==> config.mk <==
export PLATFORM = sky130hd
export DESIGN_NAME = rau_div
export DESIGN_NICKNAME = d
export VERILOG_FILES = /design/src/hw/rtl/rational_arithmetic_unit_defines.svh /design/src/hw/rtl/rau_pkg.sv /design/src/hw/rtl/rau_div.sv
export SDC_FILE = /design/constraint.sdc
export NUM_CORES = 1
export LEC_CHECK = 0
export BUFFER_PORTS_ARGS = -buffer_cell sky130_fd_sc_hd__buf_2
export CAP_MARGIN = 20
export CORE_AREA = 2 2 218 167
export DETAILED_ROUTE_END_ITERATION = 8
export DIE_AREA = 0 0 220 169
export GPL_ROUTABILITY_DRIVEN = 0
export GPL_TIMING_DRIVEN = 0
export SLEW_MARGIN = 20
export SYNTH_ARGS = -nofsm -noshare
export SYNTH_HDL_FRONTEND = slang
export SYNTH_SLANG_ARGS = --single-unit
==> constraint.sdc <==
create_clock -name clock -period 4.16 [get_ports clock]
set_clock_uncertainty 0.05 [all_clocks]
set_input_delay 0.624 -clock clock [delete_from_list [all_inputs] [get_ports clock]]
set_output_delay 0.624 -clock clock [all_outputs]
set_load 0.05 [all_outputs]
==> src/hw/rtl/rational_arithmetic_unit_defines.svh <==
// assertion macros for the rational arithmetic unit
// no dependencies; included by the top level
`ifndef RATIONAL_ARITHMETIC_UNIT_DEFINES_SVH
`define RATIONAL_ARITHMETIC_UNIT_DEFINES_SVH

// implication checked in the same cycle
`define RAU_ASSERT_NOW(label, clk, rst, ante, cons, msg) \
   label: assert property (@(posedge clk) disable iff (rst) (ante) |-> (cons)) \
      else $error(msg);

// implication checked in the next cycle
`define RAU_ASSERT_NEXT(label, clk, rst, ante, cons, msg) \
   label: assert property (@(posedge clk) disable iff (rst) (ante) |=> (cons)) \
      else $error(msg);

`endif

==> src/hw/rtl/rau_pkg.sv <==
// shared types and constants of the rational arithmetic unit
// used by every module of the block; no dependencies
package rau_pkg;

   localparam int RAU_QUEUE_DEPTH = 2;

   typedef enum logic [3:0] {
      CMD_NORM     = 4'd0,
      CMD_ADD      = 4'd1,
      CMD_SUB      = 4'd2,
      CMD_MUL      = 4'd3,
      CMD_TRUEDIV  = 4'd4,
      CMD_FLOORDIV = 4'd5,
      CMD_MOD      = 4'd6,
      CMD_CMP      = 4'd7,
      CMD_NEG      = 4'd8,
      CMD_ABS      = 4'd9,
      CMD_POW      = 4'd10,
      CMD_TOINT    = 4'd11
   } cmd_type;

   localparam logic [1:0] CMP_EQ = 2'd0;
   localparam logic [1:0] CMP_LT = 2'd1;
   localparam logic [1:0] CMP_GT = 2'd2;

   typedef struct packed {
      logic need_x;
      logic x_is_prod;
      logic need_y;
      logic need_d;
      logic need_sdiv;
      logic floor_mode;
      logic from_a;
      logic is_mod;
      logic need_red;
      logic frac;
      logic is_cmp;
      logic is_neg;
      logic is_pow;
      logic is_int;
   } cls_type;

   typedef struct packed {
      cmd_type     cmd;
      cls_type     cls;
      logic [63:0] a_num;
      logic [63:0] a_den;
      logic [63:0] b_num;
      logic [63:0] b_den;
      logic [7:0]  pow_k;
      logic        pow_inv;
   } item_type;

   typedef struct packed {
      logic        start;
      logic [63:0] a;
      logic [63:0] b;
   } mul_req_type;

   typedef struct packed {
      logic        done;
      logic [63:0] p;
   } mul_rsp_type;

   typedef struct packed {
      logic        start;
      logic [63:0] dividend;
      logic [63:0] divisor;
   } div_req_type;

   typedef struct packed {
      logic        done;
      logic [63:0] quo;
      logic [63:0] rem;
   } div_rsp_type;

endpackage

==> src/hw/rtl/rau_div.sv <==
// restoring unsigned 64-bit divider, one quotient bit per cycle
// depends on rau_pkg
module rau_div (
   input  logic                 clock,
   input  logic                 reset,
   input  rau_pkg::div_req_type dreq,
   output rau_pkg::div_rsp_type drsp
);
   import rau_pkg::*;

   logic        busy_ff, busy_in, done_ff, done_in;
   logic [5:0]  cnt_ff, cnt_in;
   logic [63:0] quo_ff, quo_in, rem_ff, rem_in, dvs_ff, dvs_in;
   logic [64:0] shifted, diff;

   always_comb begin
      shifted = {rem_ff, quo_ff[63]};
      diff    = shifted - {1'b0, dvs_ff};
      quo_in  = quo_ff;
      rem_in  = rem_ff;
      dvs_in  = dvs_ff;
      busy_in = busy_ff;
      cnt_in  = cnt_ff;
      done_in = 1'b0;
      if (busy_ff) begin
         quo_in = {quo_ff[62:0], !diff[64]};
         rem_in = diff[64] ? shifted[63:0] : diff[63:0];
         cnt_in = 6'(cnt_ff + 1'b1);
         if (cnt_ff == 6'd63) begin
            busy_in = 1'b0;
            done_in = 1'b1;
         end
      end else if (dreq.start) begin
         quo_in  = dreq.dividend;
         rem_in  = '0;
         dvs_in  = dreq.divisor;
         busy_in = 1'b1;
         cnt_in  = '0;
      end
   end

   assign drsp.done = done_ff;
   assign drsp.quo  = quo_ff;
   assign drsp.rem  = rem_ff;

   always_ff @(posedge clock) begin
      if (reset) begin
         busy_ff <= 1'b0;
         done_ff <= 1'b0;
         cnt_ff  <= '0;
      end else begin
         busy_ff <= busy_in;
         done_ff <= done_in;
         cnt_ff  <= cnt_in;
      end
      quo_ff <= quo_in;
      rem_ff <= rem_in;
      dvs_ff <= dvs_in;
   end

endmodule

Word level (Yosys, flattened, before mapping)
Index checks and enable logic that the tools add are counted.
{"block": "op_classes", "n_addsub": 2, "eq_ne": 1, "muxes": 11, "n_bitwise": 1, "reduce_logical": 4}
{"op": "$mux W64", "n": 5}
{"op": "$sub A65 B64 Y65", "n": 1}
{"op": "$mux W6", "n": 2}
{"op": "$add A6 B1 Y6 const B", "n": 1}
{"op": "$eq A6 B6 Y1 const B", "n": 1}
{"op": "$mux W1", "n": 4}
{"op": "$reduce_and A2 Y1", "n": 1}
{"op": "$reduce_bool A2 Y1", "n": 1}
{"op": "$reduce_or A2 Y1", "n": 1}
{"op": "$logic_not A1 Y1", "n": 1}
{"op": "$not A1 Y1", "n": 1}
{"block": "word_totals", "register_bits": 200, "in_bits": 131, "output_inout_bits": 129, "word_cells": 25}

Longest topological paths before layout
{"block": "depth", "ltp_word": 3, "depth_mapped": 15, "ltp_nobuf": 13}

Worst setup path before layout
Ideal clock, no wire load.
{"block": "synth_path", "kind": "register to register", "startpoint": "reg busy_ff", "endpoint": "reg cnt_ff[2]", "setup_ns": 0.277, "arrival_ns": 3.770, "t_required_ns": 3.833, "slack_ns": 0.063, "path_stages_with_launch": 6, "path_buffers": 2, "period_less_slack_ns": 4.097, "cell_sequence": "dfxtp_1 > clkbuf_1 > clkbuf_1 > nor2_1 > inv_1 > a311oi_1"}
{"block": "synth_via", "elab_chain_len": 1, "elab_cells_between_ends": 2, "cone_classes": "mux: 1; reduce/logical: 1"}
{"item": "from (decl)", "line": "rau_div.sv:11", "text": "logic busy_ff, busy_in, done_ff, done_in;"}
{"item": "from (signal assigned)", "line": "rau_div.sv:52", "text": "busy_ff <= busy_in;"}
{"item": "$mux W6 / $reduce_bool A2 Y1 (equally long branches)"}
{"item": "to (signal assigned)", "line": "rau_div.sv:54", "text": "cnt_ff <= cnt_in;"}
{"item": "to (decl)", "line": "rau_div.sv:12", "text": "logic [5:0] cnt_ff, cnt_in;"}
Several ways; a longest one is shown, not always the timed one.
A chain may end at the register's enable or synchronous reset.

Worst setup path after layout
{"block": "layout_path", "startpoint": "reg quo_ff[63]", "endpoint": "reg rem_ff[58], data pin"}
{"block": "layout_via", "elab_chain_len": 3}
{"item": "from (decl)", "line": "rau_div.sv:13", "text": "logic [63:0] quo_ff, quo_in, rem_ff, rem_in, dvs_ff, dvs_in;"}
{"item": "from (signal assigned)", "line": "rau_div.sv:56", "text": "quo_ff <= quo_in;"}
{"item": "$sub A65 B64 Y65", "line": "rau_div.sv:18", "text": "diff = shifted - {1'b0, dvs_ff};"}
{"item": "$mux W64", "line": "rau_div.sv:27", "text": "rem_in = diff[64] ? shifted[63:0] : diff[63:0];"}
{"item": "$mux W64", "line": "rau_div.sv:25", "text": "if (busy_ff) begin"}
{"item": "to (signal assigned)", "line": "rau_div.sv:57", "text": "rem_ff <= rem_in;"}
{"item": "to (decl)", "line": "rau_div.sv:13"}
No other way between the ends.

==> key figures <==
Run status
  – Status: completed

STA
  – Slew @ Worst Pin: between 0.7 and 0.8 ns
  – Tmin final: 4.00 ns
  – Final Max Tran Viols: 0
  – RSZ-0062 raised after global routing: yes
  – Relative slew slack: between 40% and 50%
  – Fin crit share: 96.2%
  – Endpoints failing setup: 0
  – Final setup margin: 0.160 ns
  – Max Clk Rate: 250 MHz
  – Hold Violations, Final: 0

Critical path
  – R2R setup slack: 0.16 ns
  – Data required, critical path: 4.28 ns
  – Max incr delay on CP: 0.58 ns
  – CP Launch Type: register
  – CP top delay family: compound AO/OA/AOI/OAI gates
  – Worst path slowest cell: a2111o_1
  – CP cell instances: inv_1, ha_1, fa_1, nand2b_1, a211oi_4, o2111ai_1, a2111o_1, a211oi_2, o211ai_1, a211oi_2, o21ai_0, nand3_1, a21oi_1
  – Most common cell on crit path: a211oi_2
  – Critical Path Fanout Max: 3
  – WP buf/inv: 1
  – Reg2reg start: quo_ff[63]
  – Crit. End Element: register
  – Critical setup path kind: register to register
  – Critical Path Source: quo_ff[63]
  – Critical path arrival: 4.12 ns

Die
  – Starting Density: about a third
  – DIE WIDTH: 220 um
  – Die span in y: 169 um
  – Area of the die: between 30000 and 40000 sq um
  – # rows: 60
  – Ports: 260
  – Core Footprint: between 30000 and 40000 sq um

Detailed routing
  – Pre-antenna DRT Iters: 6
  – Drc violations: 0
  – Vias/cell: roughly 5.1
  – Antenna-violating nets left: 0
  – DR vias: about 9500
  – DR iter-0 viols: roughly 690
  – Routed wire length: 34200 um
  – Drt wl/cell: roughly 18 um

Logic synthesis
  – YS warnings: 0
  – Post-synth EDFFs: 192
  – Netlist cell types: 75
  – Register area share after synthesis: 49.0%
  – Main synth FF type: edfxtp_1
  – #FFs+latches synth: 200
  – Cells after Synth: 1099
  – Net Count, Synth: between 1000 and 1500
  – Cell Area, Synth: 12100 sq um
  – Async S/R FF share, synth: 0%
  – Synth Area per Inst: 11.0 sq um

Clock network
  – Clock Tree Buf Depth: 2
  – Sink Count: 200
  – CTS tree: yes
  – Root Driver: clkbuf_16
  – Worst-Skew Late Latency: roughly 0.46 ns
  – CTS Buf Count: 17
  – H-Tree Depth: 4
  – Clock-pin transition on the worst setup and hold timing paths: around 0.090 ns

Finish
  – Post-route cell area: ~15000 sq um
  – Synth-to-Final Area Change: 21.6%
  – Layout cells sized above 1: 29.1%
  – Most frequent cells in the layout: buf_2, edfxtp_1, nor2_1, a21oi_1, inv_1
  – # diodes: 0
  – Fill cells: approximately 3500
  – Fin nets: 1578
  – Most common cell after layout, fill and taps aside: buf_2
  – FF/Latch Area: 5930 sq um
  – Multi-input logic area: 5650 sq um

Place
  – Hpwl dp: 26500 um
  – Pre-CTS setup slack: -0.148 ns
  – Post-DP Area: 14000 sq um
  – IO Port Bufs: 258

Pwr
  – Leak pwr: 0.00630 uW
  – Cell area power density: 531 nW/um^2
  – Worst vdd ir: 0.278 mV

Job
  – Max-Cap Viols: 0

Global route
  – GRT overflow: 0
  – First-pass GRT wire length: 52700 um
  – Global-route usage over all layers: approximately 18%
  – Largest net degree at the start of global routing: 83
  – Antenna violations before repair: 4
  – Vias in the first global route: 9409

Hold path
  – Min-Delay Path Class: primary input to register
  – Worst hold start: dreq[4]
where the power goes:
part / internal, uW / total, uW / leakage (uW) / switching (uW)
registers: 2520 / 2690 / 0.00200 / 172
logic: 1150 / 3340 / 0.00399 / 2190
clock network: 839 / 1780 / 0.000303 / 942
total: 4510 / 7810 / 0.00630 / 3310
sequential cells by signal, indices dropped and copies added, names as in the netlist:
name and flops:
cnt_ff 6, quo_ff 64, done_ff 1, busy_ff 1
dvs_ff 64, rem_ff 64
kinds of logic (layout without fill, tap and decap cells):
logic type	count (synthesis)	after routing	share of synthesized area [%]
XOR/XNOR	56	56	4.05
AND/OR/NAND/NOR	268	268	10.7
flip-flops	200	200	49.0
adder cells (fa/ha/maj)	66	66	6.88
AO/OA/AOI/OAI	267	267	14.6
multiplexers	114	114	10.2
buffers and inverters	128	423	4.63
synthesized netlist by cell type, types with 7 or more instances:
| master | instances | area (sq um) |
|---|---|---|
| o2111ai_1 | 10 | 87.6 |
| mux2_2 | 63 | 709 |
| edfxtp_1 | 192 | 5770 |
| a211oi_1 | 11 | 82.6 |
| o21ai_0 | 32 | 160 |
| nand2_1 | 67 | 251 |
| buf_2 | 14 | 70.1 |
| nand4_1 | 21 | 131 |
| o21a_1 | 11 | 82.6 |
| nand3_1 | 12 | 60.1 |
| inv_1 | 80 | 300 |
| dfxtp_1 | 8 | 160 |
| a21oi_1 | 92 | 460 |
| xor2_1 | 23 | 201 |
| nor2_1 | 97 | 364 |
| o21bai_1 | 10 | 75.1 |
| o211ai_1 | 10 | 75.1 |
| clkbuf_1 | 22 | 82.6 |
| nor2b_1 | 9 | 56.3 |
| ha_1 | 65 | 813 |
| xnor2_1 | 33 | 289 |
| o21ai_1 | 7 | 35.0 |
| mux2i_1 | 50 | 500 |
| nor3_1 | 8 | 40.0 |
| nand2b_1 | 11 | 68.8 |
| a21o_1 | 30 | 225 |
worst paths after layout:
path | endpoint | cells past startpoint
worst max register to register | rem_ff[58] | 13
worst min register to register | done_ff | 2
worst min-delay path | dvs_ff[4] | 1
worst max-delay path | rem_ff[58] | 13
cell type report:
| type | instances | area share [%] |
|---|---|---|
| inverter | 81 | 2.13 |
| clock inverter | 15 | 1.39 |
| tap | 465 | 3.95 |
| timing repair buffer | 263 | 9.25 |
| multi-input combinational | 771 | 38.4 |
| buffer | 47 | 1.74 |
| clock buffer | 17 | 2.89 |
| sequential | 200 | 40.3 |
through the flow:
step	std cells	TNS, ns	total power [uW]	util [%]	hold WS, ns
final	1859	0	7810	41.9	0.286
after global routing	1859	-0.0158	8250	41.9	0.248
after CTS	1858	-0.00480	7850	41.8	0.254
after detailed placement	1824	-0.874	6030	39.9	0.432
after global placement	1822	-220.50	6000	39.8	0.429
after floorplan	1099	0	5230	-	0.397
repair_timing:
item / CTS / global route
buffers inserted: 2 / 1
gates cloned: 0 / 0
endpoints found under the setup margin: 47 / 55
pin swaps: 2 / 3
hold buffers: 0 / 0
resized for setup: 4 / 3
routing by layer:
metal  global-route usage [%]  vias to the layer above  wire [um]
met5                        0                        -         47
met4                     3.68                        8        274
met3                     5.73                       24       2810
met2                     28.4                      333      15000
met1                     25.6                     4518      16100
li1                         -                     4638          -
(Power assumes the default switching activity.)
