### config.mk
export PLATFORM = sky130hd
export DESIGN_NAME = rau_mul
export DESIGN_NICKNAME = d
export VERILOG_FILES = /design/src/hw/rtl/rational_arithmetic_unit_defines.svh /design/src/hw/rtl/rau_pkg.sv /design/src/hw/rtl/rau_mul.sv
export SDC_FILE = /design/constraint.sdc
export NUM_CORES = 2
export LEC_CHECK = 0
export BUFFER_PORTS_ARGS = -buffer_cell sky130_fd_sc_hd__clkbuf_2
export CAP_MARGIN = 30
export CORE_MARGIN = 2
export CORE_UTILIZATION = 60
export CTS_BUF_LIST = sky130_fd_sc_hd__clkbuf_4 sky130_fd_sc_hd__clkbuf_8
export DETAILED_ROUTE_END_ITERATION = 12
export PLACE_DENSITY = 0.78
export REMOVE_ABC_BUFFERS = 1
export SYNTH_ARGS = -nofsm -noshare
export SYNTH_HDL_FRONTEND = slang
export SYNTH_SLANG_ARGS = --single-unit
export TNS_END_PERCENT = 1
### constraint.sdc
create_clock -name clock -period 17 [get_ports clock]
set_clock_uncertainty 0.15 [all_clocks]
set_input_delay 3.4 -clock clock [delete_from_list [all_inputs] [get_ports clock]]
set_output_delay 3.4 -clock clock [all_outputs]
set_load 0.01 [all_outputs]
### src/hw/rtl/rational_arithmetic_unit_defines.svh
// assertion macros for the rational arithmetic unit
// no dependencies; included by the top level
`ifndef RATIONAL_ARITHMETIC_UNIT_DEFINES_SVH
`define RATIONAL_ARITHMETIC_UNIT_DEFINES_SVH

// implication checked in the same cycle
`define RAU_ASSERT_NOW(label, clk, rst, ante, cons, msg) \
   label: assert property (@(posedge clk) disable iff (rst) (ante) |-> (cons)) \
      else $error(msg);

// implication checked in the next cycle
`define RAU_ASSERT_NEXT(label, clk, rst, ante, cons, msg) \
   label: assert property (@(posedge clk) disable iff (rst) (ante) |=> (cons)) \
      else $error(msg);

`endif

### src/hw/rtl/rau_pkg.sv
// shared types and constants of the rational arithmetic unit
// used by every module of the block; no dependencies
package rau_pkg;

   localparam int RAU_QUEUE_DEPTH = 2;

   typedef enum logic [3:0] {
      CMD_NORM     = 4'd0,
      CMD_ADD      = 4'd1,
      CMD_SUB      = 4'd2,
      CMD_MUL      = 4'd3,
      CMD_TRUEDIV  = 4'd4,
      CMD_FLOORDIV = 4'd5,
      CMD_MOD      = 4'd6,
      CMD_CMP      = 4'd7,
      CMD_NEG      = 4'd8,
      CMD_ABS      = 4'd9,
      CMD_POW      = 4'd10,
      CMD_TOINT    = 4'd11
   } cmd_type;

   localparam logic [1:0] CMP_EQ = 2'd0;
   localparam logic [1:0] CMP_LT = 2'd1;
   localparam logic [1:0] CMP_GT = 2'd2;

   typedef struct packed {
      logic need_x;
      logic x_is_prod;
      logic need_y;
      logic need_d;
      logic need_sdiv;
      logic floor_mode;
      logic from_a;
      logic is_mod;
      logic need_red;
      logic frac;
      logic is_cmp;
      logic is_neg;
      logic is_pow;
      logic is_int;
   } cls_type;

   typedef struct packed {
      cmd_type     cmd;
      cls_type     cls;
      logic [63:0] a_num;
      logic [63:0] a_den;
      logic [63:0] b_num;
      logic [63:0] b_den;
      logic [7:0]  pow_k;
      logic        pow_inv;
   } item_type;

   typedef struct packed {
      logic        start;
      logic [63:0] a;
      logic [63:0] b;
   } mul_req_type;

   typedef struct packed {
      logic        done;
      logic [63:0] p;
   } mul_rsp_type;

   typedef struct packed {
      logic        start;
      logic [63:0] dividend;
      logic [63:0] divisor;
   } div_req_type;

   typedef struct packed {
      logic        done;
      logic [63:0] quo;
      logic [63:0] rem;
   } div_rsp_type;

endpackage

### src/hw/rtl/rau_mul.sv
// iterative 64 x 64 multiplier, low 64 bits, one 32 x 32 product per cycle
// depends on rau_pkg
module rau_mul (
   input  logic                 clock,
   input  logic                 reset,
   input  rau_pkg::mul_req_type mreq,
   output rau_pkg::mul_rsp_type mrsp
);
   import rau_pkg::*;

   logic        busy_ff, busy_in, done_ff, done_in;
   logic [1:0]  cnt_ff, cnt_in;
   logic [63:0] a_ff, a_in, b_ff, b_in, pr_ff, pr_in, acc_ff, acc_in;
   logic [31:0] op_a, op_b;

   always_comb begin
      unique case (cnt_ff)
         2'd0: begin
            op_a = a_ff[31:0];
            op_b = b_ff[31:0];
         end
         2'd1: begin
            op_a = a_ff[31:0];
            op_b = b_ff[63:32];
         end
         default: begin
            op_a = a_ff[63:32];
            op_b = b_ff[31:0];
         end
      endcase
      pr_in   = {32'd0, op_a} * {32'd0, op_b};
      a_in    = a_ff;
      b_in    = b_ff;
      busy_in = busy_ff;
      cnt_in  = cnt_ff;
      done_in = 1'b0;
      acc_in  = acc_ff;
      if (busy_ff) begin
         cnt_in = 2'(cnt_ff + 1'b1);
         unique case (cnt_ff)
            2'd0:    acc_in = acc_ff;
            2'd1:    acc_in = pr_ff;
            default: acc_in = acc_ff + {pr_ff[31:0], 32'd0};
         endcase
         if (cnt_ff == 2'd3) begin
            busy_in = 1'b0;
            done_in = 1'b1;
         end
      end else if (mreq.start) begin
         a_in    = mreq.a;
         b_in    = mreq.b;
         busy_in = 1'b1;
         cnt_in  = 2'd0;
      end
   end

   assign mrsp.done = done_ff;
   assign mrsp.p    = acc_ff;

   always_ff @(posedge clock) begin
      if (reset) begin
         busy_ff <= 1'b0;
         done_ff <= 1'b0;
         cnt_ff  <= 2'd0;
      end else begin
         busy_ff <= busy_in;
         done_ff <= done_in;
         cnt_ff  <= cnt_in;
      end
      a_ff   <= a_in;
      b_ff   <= b_in;
      pr_ff  <= pr_in;
      acc_ff <= acc_in;
   end

endmodule

[Word-level counts from Yosys, hierarchy flattened]
Cells that the tools add are included.
Operators by class
  eq/ne operators: 2
  add/sub/neg operators: 2
  $lt $le $gt $ge: 0
  divide/modulo/power cells: 0
  bitwise logic cells: 2
  $mul: 1
  multiplexer cells: 9
  reduce and logical (&&, ||, !) cells: 6
  shift-type cells: 0
Operators by type and width (number)
  64-bit case mux with 2 select lines: 1
  64-bit adder: 1
  32-bit by 32-bit multiplier with 64-bit output: 1
  32-bit 2-to-1 mux: 2
  1-bit 2-to-1 mux: 4
  2-bit 2-to-1 mux: 2
  2-bit AND reduction: 2
  2-bit OR reduction: 2
  2-bit by 1-bit adder with 2-bit output, second input constant: 1
  2-bit by 1-bit == test with 1-bit output, second input constant: 1
  2-bit == test, second input constant: 1
  2-bit zero test: 1
  1-bit NOT: 2
  2-bit nonzero test: 1
Storage, ports and cells
  word-level logic and storage cells: 29
  bits in latches: 0
  input port bits: 131
  memory bits (read-only): 0
  RAM bits: 0
  flip-flop bits (word level): 260
  memories: 0

[Depth between registers and ports, before layout]
  depth in word-level cells: 4
  mapped depth: 37

[Least setup slack after synthesis]
No wires, ideal clock.
  path type: input to register
  from: input port mreq[128] (netlist bit)
  to: register a_ff[0] (enable)
  cell stages on the path: 1
  library setup time: 0.631 ns
  path buffers: 0
  setup slack: 7.271 ns
  arrival time: 8.948 ns
  cell sequence: nor2b_1
Between the ends
  longest elaborated chain between the ends: 1
RTL lines
  start: declaration: line rau_mul.sv:6  | input rau_pkg::mul_req_type mreq,
  2-bit AND reduction (no source line)
  end signal: assignment: line rau_mul.sv:70  | a_ff <= a_in;
  end: declaration: line rau_mul.sv:13  | logic [63:0] a_ff, a_in, b_ff, b_in, pr_ff, pr_in, acc_ff, acc_in;
No other way between the ends.
A chain may end at the register's enable or synchronous reset.

[Worst setup path after layout]
  from: register cnt_ff[1]
  to: register pr_ff[57]
Between the ends
  longest elaborated chain between the ends: 4
RTL lines
  start: declaration: line rau_mul.sv:12  | logic [1:0] cnt_ff, cnt_in;
  start signal: assignment: line rau_mul.sv:68  | cnt_ff <= cnt_in;
  2-bit by 1-bit == test with 1-bit output / 2-bit zero test (equally long branches): line rau_mul.sv:17  | unique case (cnt_ff)
  2-bit OR reduction (no source line)
  32-bit 2-to-1 mux: line rau_mul.sv:17
  32-bit by 32-bit multiplier with 64-bit output (*): line rau_mul.sv:31  | pr_in = {32'd0, op_a} * {32'd0, op_b};
  net pr_in[57]: line rau_mul.sv:13
  end signal: assignment: line rau_mul.sv:72  | pr_ff <= pr_in;
  end: declaration: line rau_mul.sv:13
The timed path passes the listed nets; every way through them passes the cells marked *.

==> metrics.csv <==
metric,value,unit
status,completed,
RD Place Congestion,0.995,
CTS max path bufs,3,
Critical Path Max Stage Delay,0.97,ns
DRT antenna net count,0,
Port Buffer Count,195,
final setup TNS,0,ns
Syn. warnings,0,
Final Max Tran Viols,0,
WL final,127,mm
vias in the first global route,33800,
period utilization,63.1,%
Syn Area/Cell,9.68,µm²
Setup Buffers After CTS,0,
Die Footprint,72700,µm²
grt ovf,0,
"critical path fanouts, max",51,
Root Buffer,clkbuf_8,
I/O pin count,196,
Finished Core Util,65.2,%
cell area after synthesis,42300,µm²
"top cells by area, synth","fa_1 42%, edfxtp_1 14%, ha_1 8.8%, inv_1 7.9%, nor2_1 5.5%",
achievable frequency,93.2,MHz
CTS tree,done,
critical path launch point type,flip-flop,
largest net degree at the start of global routing,77,
DRC viols,0,
Async SR Flop Fraction,0,%
Synth Register Bits,260,
register area share after synthesis,16.8,%
crit path time final,10.73,ns
slowest CP cell,mux2i_4,
CP dominant cell by count,fa_1,
Nets,5818,
dominant synthesized flop cell,edfxtp_1,
core region area,69900,µm²
CP Class,reg -> reg,
R2R setup slack,6.27,ns
RSZ-0062 raised after global routing,false,
CP required,17.35,ns
WL per Instance,23.2,µm
Setup Viol. Count Final,0,
PostCTS Resize Cnt,0,
setup ws final,6.27,ns
CP endpoint,pr_ff[57]$_DFF_P_,
CTS clock-pin slew for the worst setup and hold paths,0.06,ns
cts bufs inserted,45,
Clock Latency Late Sink,0.70,ns
area grow syn2layout,7.70,%
die width,270,µm
antenna violations before repair,3,
worst r2r src,cnt_ff[1]$_SDFFE_PP0P_,
die height,270,µm
Fin. Hold Viols,0,
top-area cell type share of the netlist area,42.4,%
GRT Total Usage,35.6,%
most area-hungry cell type in the Yosys netlist,fa_1,
row count,97,
Post-Synthesis Cells,4371,
Post-synth EDFFs,192,
share of layout cells above drive strength 1,10.5,%
initial DRC count,2870,
global-route wire length before repair,194,mm
Slew headroom,30.6,%
DR pass1 iterations,9,
htree depth,2,
worst reg-to-reg path cell count,29,
dpl hpwl,98.7,mm
WP data arrival,11.08,ns
vias per cell,5.87,
Setup crit start,cnt_ff[1]$_SDFFE_PP0P_,
Worst R2R End,pr_ff[57]$_DFF_P_,
vias post-DR,32100,
cts hold-fix bufs,0,
worst min path class,reg -> reg,
Slew @ Worst Pin,1.02,ns
Initial Util,60.5,%
Setup crit end kind,flip-flop,
Yosys cell types,71,
dpl ws,6.45,ns
Max-Cap Viols,0,
CTS sink cnt,260,
Fill cells,5694,
WHS Path Cells,2,
placed cells by master, fill, tap and decap left out, types with 9 or more instances in the layout:
master    count
a31oi_1      12
nand3_1      16
mux2i_1      20
xor2_1       39
o21ai_0      56
clkbuf_2    195
nor2_1      614
o21bai_1     10
o21ai_1      18
and3_1       13
ha_1        297
and2_1       42
dfxtp_1      68
inv_1       894
nand2_1     542
mux2i_2      35
mux2_2       65
buf_4        64
clkbuf_4     16
clkbuf_8     49
a21o_1       54
fa_1        897
nand4_1      21
o21a_1        9
edfxtp_1    192
nor3_1       12
a21oi_1      92
xnor2_1      51
mux2i_4       9
sequential cells by signal (all words and copies together) (netlist names):
name / count
busy_ff: 1
acc_ff: 64
done_ff: 1
cnt_ff: 2
b_ff: 64
a_ff: 64
pr_ff: 64
kinds of logic (layout without fill, tap and decap cells):
| kind of cell | after synthesis | in the layout | share of synthesized area, % |
|---|---|---|---|
| AOI/OAI and AO/OA | 315 | 315 | 4.82 |
| muxes | 130 | 130 | 3.27 |
| other | 0 | 3 | 0 |
| and+or+nand+nor | 1299 | 1299 | 12.3 |
| DFF | 260 | 260 | 16.8 |
| adders and majority gates | 1195 | 1195 | 51.2 |
| buffers and inverters | 1082 | 1240 | 9.63 |
| xor gates and xnor gates | 90 | 90 | 1.86 |
worst min-delay path by stage:
stage                 startpoint                   end  slack, ns
2_1_floorplan  pr_ff[42]$_DFF_P_  acc_ff[42]$_DFFE_PP_       0.33
3_3_place_gp   pr_ff[36]$_DFF_P_  acc_ff[36]$_DFFE_PP_       0.35
3_5_place_dp   pr_ff[36]$_DFF_P_  acc_ff[36]$_DFFE_PP_       0.34
4_1_cts        pr_ff[40]$_DFF_P_  acc_ff[40]$_DFFE_PP_       0.33
5_1_grt        pr_ff[40]$_DFF_P_  acc_ff[40]$_DFFE_PP_       0.36
6_report       pr_ff[40]$_DFF_P_  acc_ff[40]$_DFFE_PP_       0.35
area by class of cell:
| class | instances | area (µm²) | area share, % |
|---|---|---|---|
| multi-input combinational | 3029 | 31400 | 68.9 |
| sequential | 260 | 7130 | 15.6 |
| inverter | 894 | 3360 | 7.36 |
| timing repair buffer | 262 | 1520 | 3.34 |
| tap | 940 | 1180 | 2.58 |
| clock buffer | 65 | 795 | 1.74 |
| clock inverter | 19 | 204 | 0.447 |
| antenna | 3 | 7.51 | 0.0165 |
metal layers:
layer,share of wire (%),routed length (µm),global-route usage (%),up-vias
met5,0.010,13,0,-
met4,8.9,11300,25.7,2
met3,12,14900,8.19,558
met2,45,56700,54.8,2019
met1,35,43900,44.7,16000
li1,-,-,-,13500
critical path: cells and delay by family, from the launching register on:
| kind | cells | cell delay, ns |
|---|---|---|
| fa+ha+maj | 10 | 4.97 |
| compound gates | 6 | 1.66 |
| simple gates | 5 | 1.12 |
| buf+inv | 6 | 1.09 |
| mux | 1 | 0.97 |
| flops | 1 | 0.34 |
| xor+xnor | 1 | 0.12 |
stage by stage:
| step | hold WS (ns) | instance area, µm² | cells |
|---|---|---|---|
| 6_report | 0.346 | 45600 | 5472 |
| 5_1_grt | 0.364 | 45600 | 5472 |
| 4_1_cts | 0.330 | 45600 | 5468 |
| 3_5_place_dp | 0.345 | 44600 | 5384 |
| 3_3_place_gp | 0.345 | 44500 | 5382 |
| 2_1_floorplan | 0.332 | 41600 | 4183 |
synth_stat cells (3+ instances only):
| master | count |
|---|---|
| a211o_1 | 7 |
| xor2_1 | 39 |
| a31oi_1 | 12 |
| a21boi_1 | 5 |
| and3_1 | 13 |
| o21ai_1 | 18 |
| ha_1 | 298 |
| buf_2 | 9 |
| nor2_1 | 615 |
| a211oi_1 | 5 |
| a21oi_1 | 92 |
| nor4_1 | 3 |
| dfxtp_1 | 68 |
| o21bai_1 | 10 |
| nand2_1 | 542 |
| or3_1 | 4 |
| o22ai_1 | 3 |
| mux2_2 | 65 |
| edfxtp_1 | 192 |
| a31o_2 | 4 |
| xnor2_1 | 51 |
| o31ai_1 | 5 |
| o21a_1 | 9 |
| nor2b_1 | 9 |
| inv_1 | 894 |
| nand4_1 | 21 |
| nand2b_1 | 7 |
| mux2i_1 | 64 |
| fa_1 | 897 |
| a21o_1 | 54 |
| o211ai_1 | 5 |
| and2_1 | 42 |
| buf_1 | 5 |
| nor3_1 | 12 |
| o21ai_0 | 56 |
| clkbuf_1 | 173 |
| and4_1 | 4 |
| nand3_1 | 16 |
Power is not shown: default switching activity piles up to over one toggle a cycle in this logic, so the estimate is an artifact.
