===== src/hw/rtl/rational_arithmetic_unit_defines.svh =====
// assertion macros for the rational arithmetic unit
// no dependencies; included by the top level
`ifndef RATIONAL_ARITHMETIC_UNIT_DEFINES_SVH
`define RATIONAL_ARITHMETIC_UNIT_DEFINES_SVH

// implication checked in the same cycle
`define RAU_ASSERT_NOW(label, clk, rst, ante, cons, msg) \
   label: assert property (@(posedge clk) disable iff (rst) (ante) |-> (cons)) \
      else $error(msg);

// implication checked in the next cycle
`define RAU_ASSERT_NEXT(label, clk, rst, ante, cons, msg) \
   label: assert property (@(posedge clk) disable iff (rst) (ante) |=> (cons)) \
      else $error(msg);

`endif


===== src/hw/rtl/rau_pkg.sv =====
// shared types and constants of the rational arithmetic unit
// used by every module of the block; no dependencies
package rau_pkg;

   localparam int RAU_QUEUE_DEPTH = 2;

   typedef enum logic [3:0] {
      CMD_NORM     = 4'd0,
      CMD_ADD      = 4'd1,
      CMD_SUB      = 4'd2,
      CMD_MUL      = 4'd3,
      CMD_TRUEDIV  = 4'd4,
      CMD_FLOORDIV = 4'd5,
      CMD_MOD      = 4'd6,
      CMD_CMP      = 4'd7,
      CMD_NEG      = 4'd8,
      CMD_ABS      = 4'd9,
      CMD_POW      = 4'd10,
      CMD_TOINT    = 4'd11
   } cmd_type;

   localparam logic [1:0] CMP_EQ = 2'd0;
   localparam logic [1:0] CMP_LT = 2'd1;
   localparam logic [1:0] CMP_GT = 2'd2;

   typedef struct packed {
      logic need_x;
      logic x_is_prod;
      logic need_y;
      logic need_d;
      logic need_sdiv;
      logic floor_mode;
      logic from_a;
      logic is_mod;
      logic need_red;
      logic frac;
      logic is_cmp;
      logic is_neg;
      logic is_pow;
      logic is_int;
   } cls_type;

   typedef struct packed {
      cmd_type     cmd;
      cls_type     cls;
      logic [63:0] a_num;
      logic [63:0] a_den;
      logic [63:0] b_num;
      logic [63:0] b_den;
      logic [7:0]  pow_k;
      logic        pow_inv;
   } item_type;

   typedef struct packed {
      logic        start;
      logic [63:0] a;
      logic [63:0] b;
   } mul_req_type;

   typedef struct packed {
      logic        done;
      logic [63:0] p;
   } mul_rsp_type;

   typedef struct packed {
      logic        start;
      logic [63:0] dividend;
      logic [63:0] divisor;
   } div_req_type;

   typedef struct packed {
      logic        done;
      logic [63:0] quo;
      logic [63:0] rem;
   } div_rsp_type;

endpackage


===== src/hw/rtl/rau_front.sv =====
// front end: takes requests, decodes the command into control flags
// depends on rau_pkg
module rau_front (
   input  logic              clock,
   input  logic              reset,
   input  logic              req_valid,
   output logic              req_stall,
   input  logic [3:0]        req_command,
   input  logic [63:0]       req_a_num,
   input  logic [63:0]       req_a_den,
   input  logic [63:0]       req_b_num,
   input  logic [62:0]       req_b_den,
   input  logic [7:0]        req_exponent,
   input  logic              q_full,
   output logic              q_push,
   output rau_pkg::item_type q_item
);
   import rau_pkg::*;

   logic     hold_ff, hold_in;
   item_type item_ff, item_in;
   item_type dec;
   logic     accept;

   always_comb begin
      dec         = '0;
      dec.cmd     = cmd_type'(req_command);
      dec.a_num   = req_a_num;
      dec.a_den   = req_a_den;
      dec.b_num   = req_b_num;
      dec.b_den   = {1'b0, req_b_den};
      dec.pow_inv = req_exponent[7];
      dec.pow_k   = req_exponent[7] ? 8'(~req_exponent + 8'd1) : req_exponent;
      unique case (dec.cmd)
         CMD_NORM: begin
            dec.cls.need_red = 1'b1;
            dec.cls.frac     = 1'b1;
         end
         CMD_ADD, CMD_SUB: begin
            dec.cls.need_x   = 1'b1;
            dec.cls.need_y   = 1'b1;
            dec.cls.need_d   = 1'b1;
            dec.cls.need_red = 1'b1;
            dec.cls.frac     = 1'b1;
         end
         CMD_MUL: begin
            dec.cls.need_x    = 1'b1;
            dec.cls.x_is_prod = 1'b1;
            dec.cls.need_d    = 1'b1;
            dec.cls.need_red  = 1'b1;
            dec.cls.frac      = 1'b1;
         end
         CMD_TRUEDIV: begin
            dec.cls.need_x   = 1'b1;
            dec.cls.need_y   = 1'b1;
            dec.cls.need_red = 1'b1;
            dec.cls.frac     = 1'b1;
         end
         CMD_FLOORDIV: begin
            dec.cls.need_x     = 1'b1;
            dec.cls.need_y     = 1'b1;
            dec.cls.need_sdiv  = 1'b1;
            dec.cls.floor_mode = 1'b1;
            dec.cls.is_int     = 1'b1;
         end
         CMD_MOD: begin
            dec.cls.need_x     = 1'b1;
            dec.cls.need_y     = 1'b1;
            dec.cls.need_d     = 1'b1;
            dec.cls.need_sdiv  = 1'b1;
            dec.cls.floor_mode = 1'b1;
            dec.cls.is_mod     = 1'b1;
            dec.cls.need_red   = 1'b1;
            dec.cls.frac       = 1'b1;
         end
         CMD_CMP: begin
            dec.cls.need_x = 1'b1;
            dec.cls.need_y = 1'b1;
            dec.cls.is_cmp = 1'b1;
         end
         CMD_NEG: begin
            dec.cls.frac   = 1'b1;
            dec.cls.is_neg = 1'b1;
         end
         CMD_ABS: begin
            dec.cls.need_red = 1'b1;
            dec.cls.frac     = 1'b1;
         end
         CMD_POW: begin
            dec.cls.need_red = 1'b1;
            dec.cls.frac     = 1'b1;
            dec.cls.is_pow   = 1'b1;
         end
         CMD_TOINT: begin
            dec.cls.need_sdiv = 1'b1;
            dec.cls.from_a    = 1'b1;
            dec.cls.is_int    = 1'b1;
         end
         default: begin
         end
      endcase
   end

   assign req_stall = hold_ff && q_full;
   assign accept    = req_valid && !req_stall;
   assign q_push    = hold_ff && !q_full;
   assign q_item    = item_ff;
   assign hold_in   = accept || (hold_ff && !q_push);
   assign item_in   = accept ? dec : item_ff;

   always_ff @(posedge clock) begin
      if (reset) begin
         hold_ff <= 1'b0;
      end else begin
         hold_ff <= hold_in;
      end
      item_ff <= item_in;
   end

endmodule


===== config.mk =====
export PLATFORM = sky130hd
export DESIGN_NAME = rau_front
export DESIGN_NICKNAME = d
export VERILOG_FILES = /design/src/hw/rtl/rational_arithmetic_unit_defines.svh /design/src/hw/rtl/rau_pkg.sv /design/src/hw/rtl/rau_front.sv
export SDC_FILE = /design/constraint.sdc
export NUM_CORES = 1
export LEC_CHECK = 0
export BUFFER_PORTS_ARGS = -buffer_cell sky130_fd_sc_hd__buf_4
export CORE_AREA = 8 8 209 211
export CTS_CLUSTER_DIAMETER = 120
export DETAILED_ROUTE_END_ITERATION = 8
export DIE_AREA = 0 0 217 219
export GPL_ROUTABILITY_DRIVEN = 0
export SLEW_MARGIN = 20
export SYNTH_ARGS = -nofsm -noshare
export SYNTH_HDL_FRONTEND = slang
export SYNTH_SLANG_ARGS = --single-unit

===== constraint.sdc =====
create_clock -name clock -period 28.7 [get_ports clock]
set_input_delay 5.74 -clock clock [delete_from_list [all_inputs] [get_ports clock]]
set_output_delay 5.74 -clock clock [all_outputs]
set_load 0.05 [all_outputs]

== After elaboration in Yosys (flattened, before gate mapping) ==
Cells that the tools add are included.
Word-level totals
  bits in registers: 283
  input bits: 271
  output and inout bits: 285
  word-level logic and storage cells: 68
Operators by class
  add/sub/neg operators: 1
  eq/ne operators: 11
  mux-type cells: 15
  bitwise gates (word level): 1
  reductions and logical operators: 17
Operators by type and width (count)
  $eq 4x3->1 const B: 4
  $eq 4x4->1 const B: 4
  $mux 1: 14
  $reduce_or 9->1: 1
  $add 8x1->8 const B: 1
  $eq 4x2->1 const B: 2
  $not 8->8: 1
  $reduce_or 8->1: 1
  $mux 7: 1
  $reduce_or 7->1: 1
  $reduce_or 6->1: 1
  $eq 4x1->1 const B: 1
  $logic_and 1x1->1: 4
  $logic_not 4->1: 1
  $reduce_or 2->1: 2
  $reduce_or 4->1: 1
  $logic_not 1->1: 3
  $reduce_or 3->1: 1
  $logic_or 1x1->1: 1

== Longest topological paths before layout ==
  depth after elaboration: 5
  mapped depth: 5
  gate-level depth less buffers: 5

== Worst setup path after synthesis ==
Ideal clock, no wire load.
  path kind: input port to flip-flop
  start point: in q_full
  end point: reg item_ff (netlist bit q_item[0]) (enable)
  library setup time: 0.957 ns
  data arrival time: 18.424 ns
  required time: 27.743 ns
  path slack: 9.320 ns
  cell stages on the path: 2
  buffers on the path: 0
  cells stage by stage: and2_1 > nor2b_1
Between the ends
  word-level cells in the longest chain between the ends: 3
Ends and longest elaborated chain
  start, declared: RTL line rau_front.sv:14  | input logic q_full,
  $logic_and 1x1->1: RTL line rau_front.sv:104  | assign req_stall = hold_ff && q_full;
  $logic_not 1->1: RTL line rau_front.sv:105  | assign accept = req_valid && !req_stall;
  $logic_and 1x1->1: RTL line rau_front.sv:105
  via accept: RTL line rau_front.sv:23  | logic accept;
  end signal, assigned: RTL line rau_front.sv:117  | item_ff <= item_in;
  end, declared: RTL line rau_front.sv:21  | item_type item_ff, item_in;
The timed path passes the listed nets, and every way through them passes these cells.
A chain may end at the register's enable or synchronous reset.

== Final worst setup path ==
  start point: in q_full
  end point: out req_stall
Between the ends
  word-level cells in the longest chain between the ends: 1
Ends and longest elaborated chain
  $logic_and 1x1->1: RTL line rau_front.sv:104
  end, declared: RTL line rau_front.sv:7  | output logic req_stall,
Every way passes these cells.

==> results.txt <==
# clock sinks - 283
DR DRC count - 0
Fill cells - 3840
Post-Synth Adder-Cell Area - 0.142%
Worst reg2reg endpoint - q_item[13]
Drt pass-1 iters - 4
Hold path endpoint - hold_ff
TritonCTS clock tree - done
Number of setup buffers added after CTS - 0
Register Area - 8490 um2
Total routed wirelength - 30.0 mm
CP Class - in2out
Mapped cell area - 8840 um2
Vias in the first global route - 6047
Fraction of layout cells with a size suffix above 1 - 63.6%
# rows - 74
Fin crit share - 41.8%
Area of the multi-input gates - 322 um2
Post-route insts no fill - 1484
H-Tree Depth - 1
Simple-Gate Fraction of Synth Area - 1.85%
Final Hold Fails - 0
Layout area overhead - 65.9%
Yosys Warn Count - 0
Bufs on Longest Clock Path - 3
GRT overflow - 0
Rel. slew slack - 31.9%
Die Wd - 217 um
Drt via density - 3.73
Global Route Usage Sum - 11.6%
DR WL/cell - 20.2 um
Mux share of post-synthesis cell area - 0.113%
Largest net degree at the start of global routing - 81
Final Max Tran Viols - 0
Antenna violations before repair - 6
Synth Instances - 341
Syn Nets - 613
Req. time, crit path - 22.96 ns
Num CTS Buffers - 31
Sequential area share after synthesis - 96.0%
CTS resizes - 0
Final ANT Viol Nets - 0
Worst-margin pin slew - 1.02 ns
FF-to-FF path depth - 5
Max cap viols - 0
First-pass GRT wire length - 41.2 mm
Setup violators final - 0
Worst Clk Skew - 0.00596 ns
Pwr per Cell Area - 71.0 nW/um2
Syn_area_per_cell - 25.9 um2
Fmax - 83.4 MHz
Post-synthesis compound-gate area fraction - 0.807%
Crit end category - primary output
Post-synth cell types - 27
Vias post-DR - 5533
Nets - 1199
Port Buffers - 554
Root Driver - clkbuf_16
Critical path fanouts, max - 3
Launch point of the worst reg-to-reg path - hold_ff
Post-DP Area - 13700 um2
Min Tclk post-route - 11.99 ns
Clock Latency Late Sink - 0.55 ns
DIE AREA - 47500 um2
Synthesis-stage register bit count - 283
CORE AREA - 40400 um2
Largest family of logic cells by synthesized area - simple AND/OR/NAND/NOR gates
Xor/xnor share of the synthesized area - 0.594%
Starting DRT DRC Count - 297
Detailed Place HPWL - 24.2 mm
FF-to-FF setup slack - 25.26 ns
I/O Pins - 556
Post-route cell area - 14700 um2
Final setup TNS - 0 ns
HP Class - reg2reg
Clock transition at the registers of the reported paths - 0.06 ns
RSZ-0062 raised after global routing - false
Hold Path Depth - 3
Startpoint Class - input port
Crit path arrival time - 6.25 ns
P_leak - 6.02 nW
CTS Hold Bufs - 0
Die height - 219 um
Min-delay src - hold_ff
Outcome - complete, no violations
Initial Util - 21.9%
Dpl cells - 1426
Maximum VDD drop - 0.0485 mV
[synth_stat cells]
library cell | n | share of area (%)
o31ai_4 | 1 | 0.24
o21a_1 | 1 | 0.085
ha_1 | 1 | 0.14
mux2i_1 | 1 | 0.11
or2_1 | 1 | 0.071
nand2_1 | 3 | 0.13
o31ai_1 | 2 | 0.17
nor2_1 | 12 | 0.51
clkbuf_1 | 1 | 0.042
xnor2_1 | 5 | 0.50
nor2b_1 | 4 | 0.28
nor4_1 | 1 | 0.071
and2_1 | 2 | 0.14
xor2_1 | 1 | 0.099
edfxtp_1 | 282 | 96
nor3_1 | 3 | 0.17
inv_1 | 3 | 0.13
dfxtp_1 | 1 | 0.23
a21oi_1 | 2 | 0.11
or3_4 | 1 | 0.13
buf_2 | 3 | 0.17
o21ai_1 | 1 | 0.057
o21ai_0 | 1 | 0.057
buf_4 | 1 | 0.085
a211oi_1 | 1 | 0.085
conb_1 | 1 | 0.042
nand2b_1 | 5 | 0.35
[worst max-delay path by stage]
stage                 from        end  slack, ns  cells after the start
detailed placement  q_full  req_stall      16.71                      3
floorplan           q_full  q_item[0]       9.32                      2
global placement    q_full  req_stall      16.70                      3
global route        q_full  req_stall      16.67                      3
finish              q_full  req_stall      16.71                      3
CTS                 q_full  req_stall      16.71                      3
[power breakdown]
group | internal, W | leakage, nW | switching [W] | total, W
sequential | 0.000485 | 2.74 | 0.00000742 | 0.000492
clock | 0.000224 | 0.472 | 0.000157 | 0.000381
combinational | 0.0000537 | 2.81 | 0.000114 | 0.000168
total | 0.000763 | 6.02 | 0.000279 | 0.00104
[through the flow]
stage / hold WS, ns / worst slack [ns] / util (%) / total power, W
floorplan: 0.827 / 9.32 / - / 0.000605
finish: 0.666 / 16.71 / 36.3 / 0.00104
global placement: 0.658 / 16.70 / 33.9 / 0.000670
global route: 0.708 / 16.67 / 36.3 / 0.00108
detailed placement: 0.661 / 16.71 / 33.9 / 0.000672
CTS: 0.673 / 16.71 / 36.3 / 0.00106
[cells in the final DEF (no fill, tap or decap)]
master / count
buf_4: 558
xnor2_1: 5
nand2b_1: 5
clkinv_1: 9
conb_1: 1
clkinv_2: 4
mux2i_1: 1
and2_1: 2
o21ai_0: 1
a21oi_1: 2
diode_2: 1
clkinvlp_4: 3
inv_1: 3
o31ai_4: 1
a211oi_1: 1
nor2b_4: 1
o21ai_1: 1
o21a_1: 1
nor3_1: 3
nor2b_1: 3
inv_6: 1
clkinv_4: 2
o31ai_1: 2
bufinv_16: 3
dfxtp_1: 1
xor2_1: 1
or3_4: 1
clkbuf_1: 4
or2_1: 1
nor2_1: 12
nand2_1: 3
nor4_1: 1
ha_1: 1
edfxtp_1: 282
clkbuf_16: 31
[sequential cells by signal (all words and copies together), names as in the netlist]
signal and cells:
hold_ff 1, q_item 282
[cells by family (layout without fill, tap and decap cells)]
kind of cell               Yosys count  in the layout
muxes                                1              1
and+or+nand+nor                     32             32
xor gates and xnor gates             6              6
AOI/OAI and AO/OA                    9              9
other                                1              2
buffers and inverters                8            618
DFF                                283            283
adders and majority gates            1              1
[layer usage]
layer / up-vias / track usage (%) / share of wire, %
met5: - / 0 / 0.14
met4: 6 / 3.25 / 1.8
met3: 44 / 6.06 / 12
met2: 346 / 20.3 / 50
met1: 2618 / 12.0 / 35
li1: 2519 / - / -
[worst max-delay path, cell delays in order]
cell and delay, ns:
buf_4 0.08, and2_1 0.20, buf_4 0.23
[final cells by class]
type / instances / area share (%)
sequential: 283 / 57.9
timing repair buffer: 558 / 28.6
clock buffer: 35 / 5.39
tap: 532 / 4.54
multi-input combinational: 50 / 2.19
clock inverter: 22 / 1.31
inverter: 3 / 0.0768
antenna: 1 / 0.0171
(Power assumes the default switching activity.)
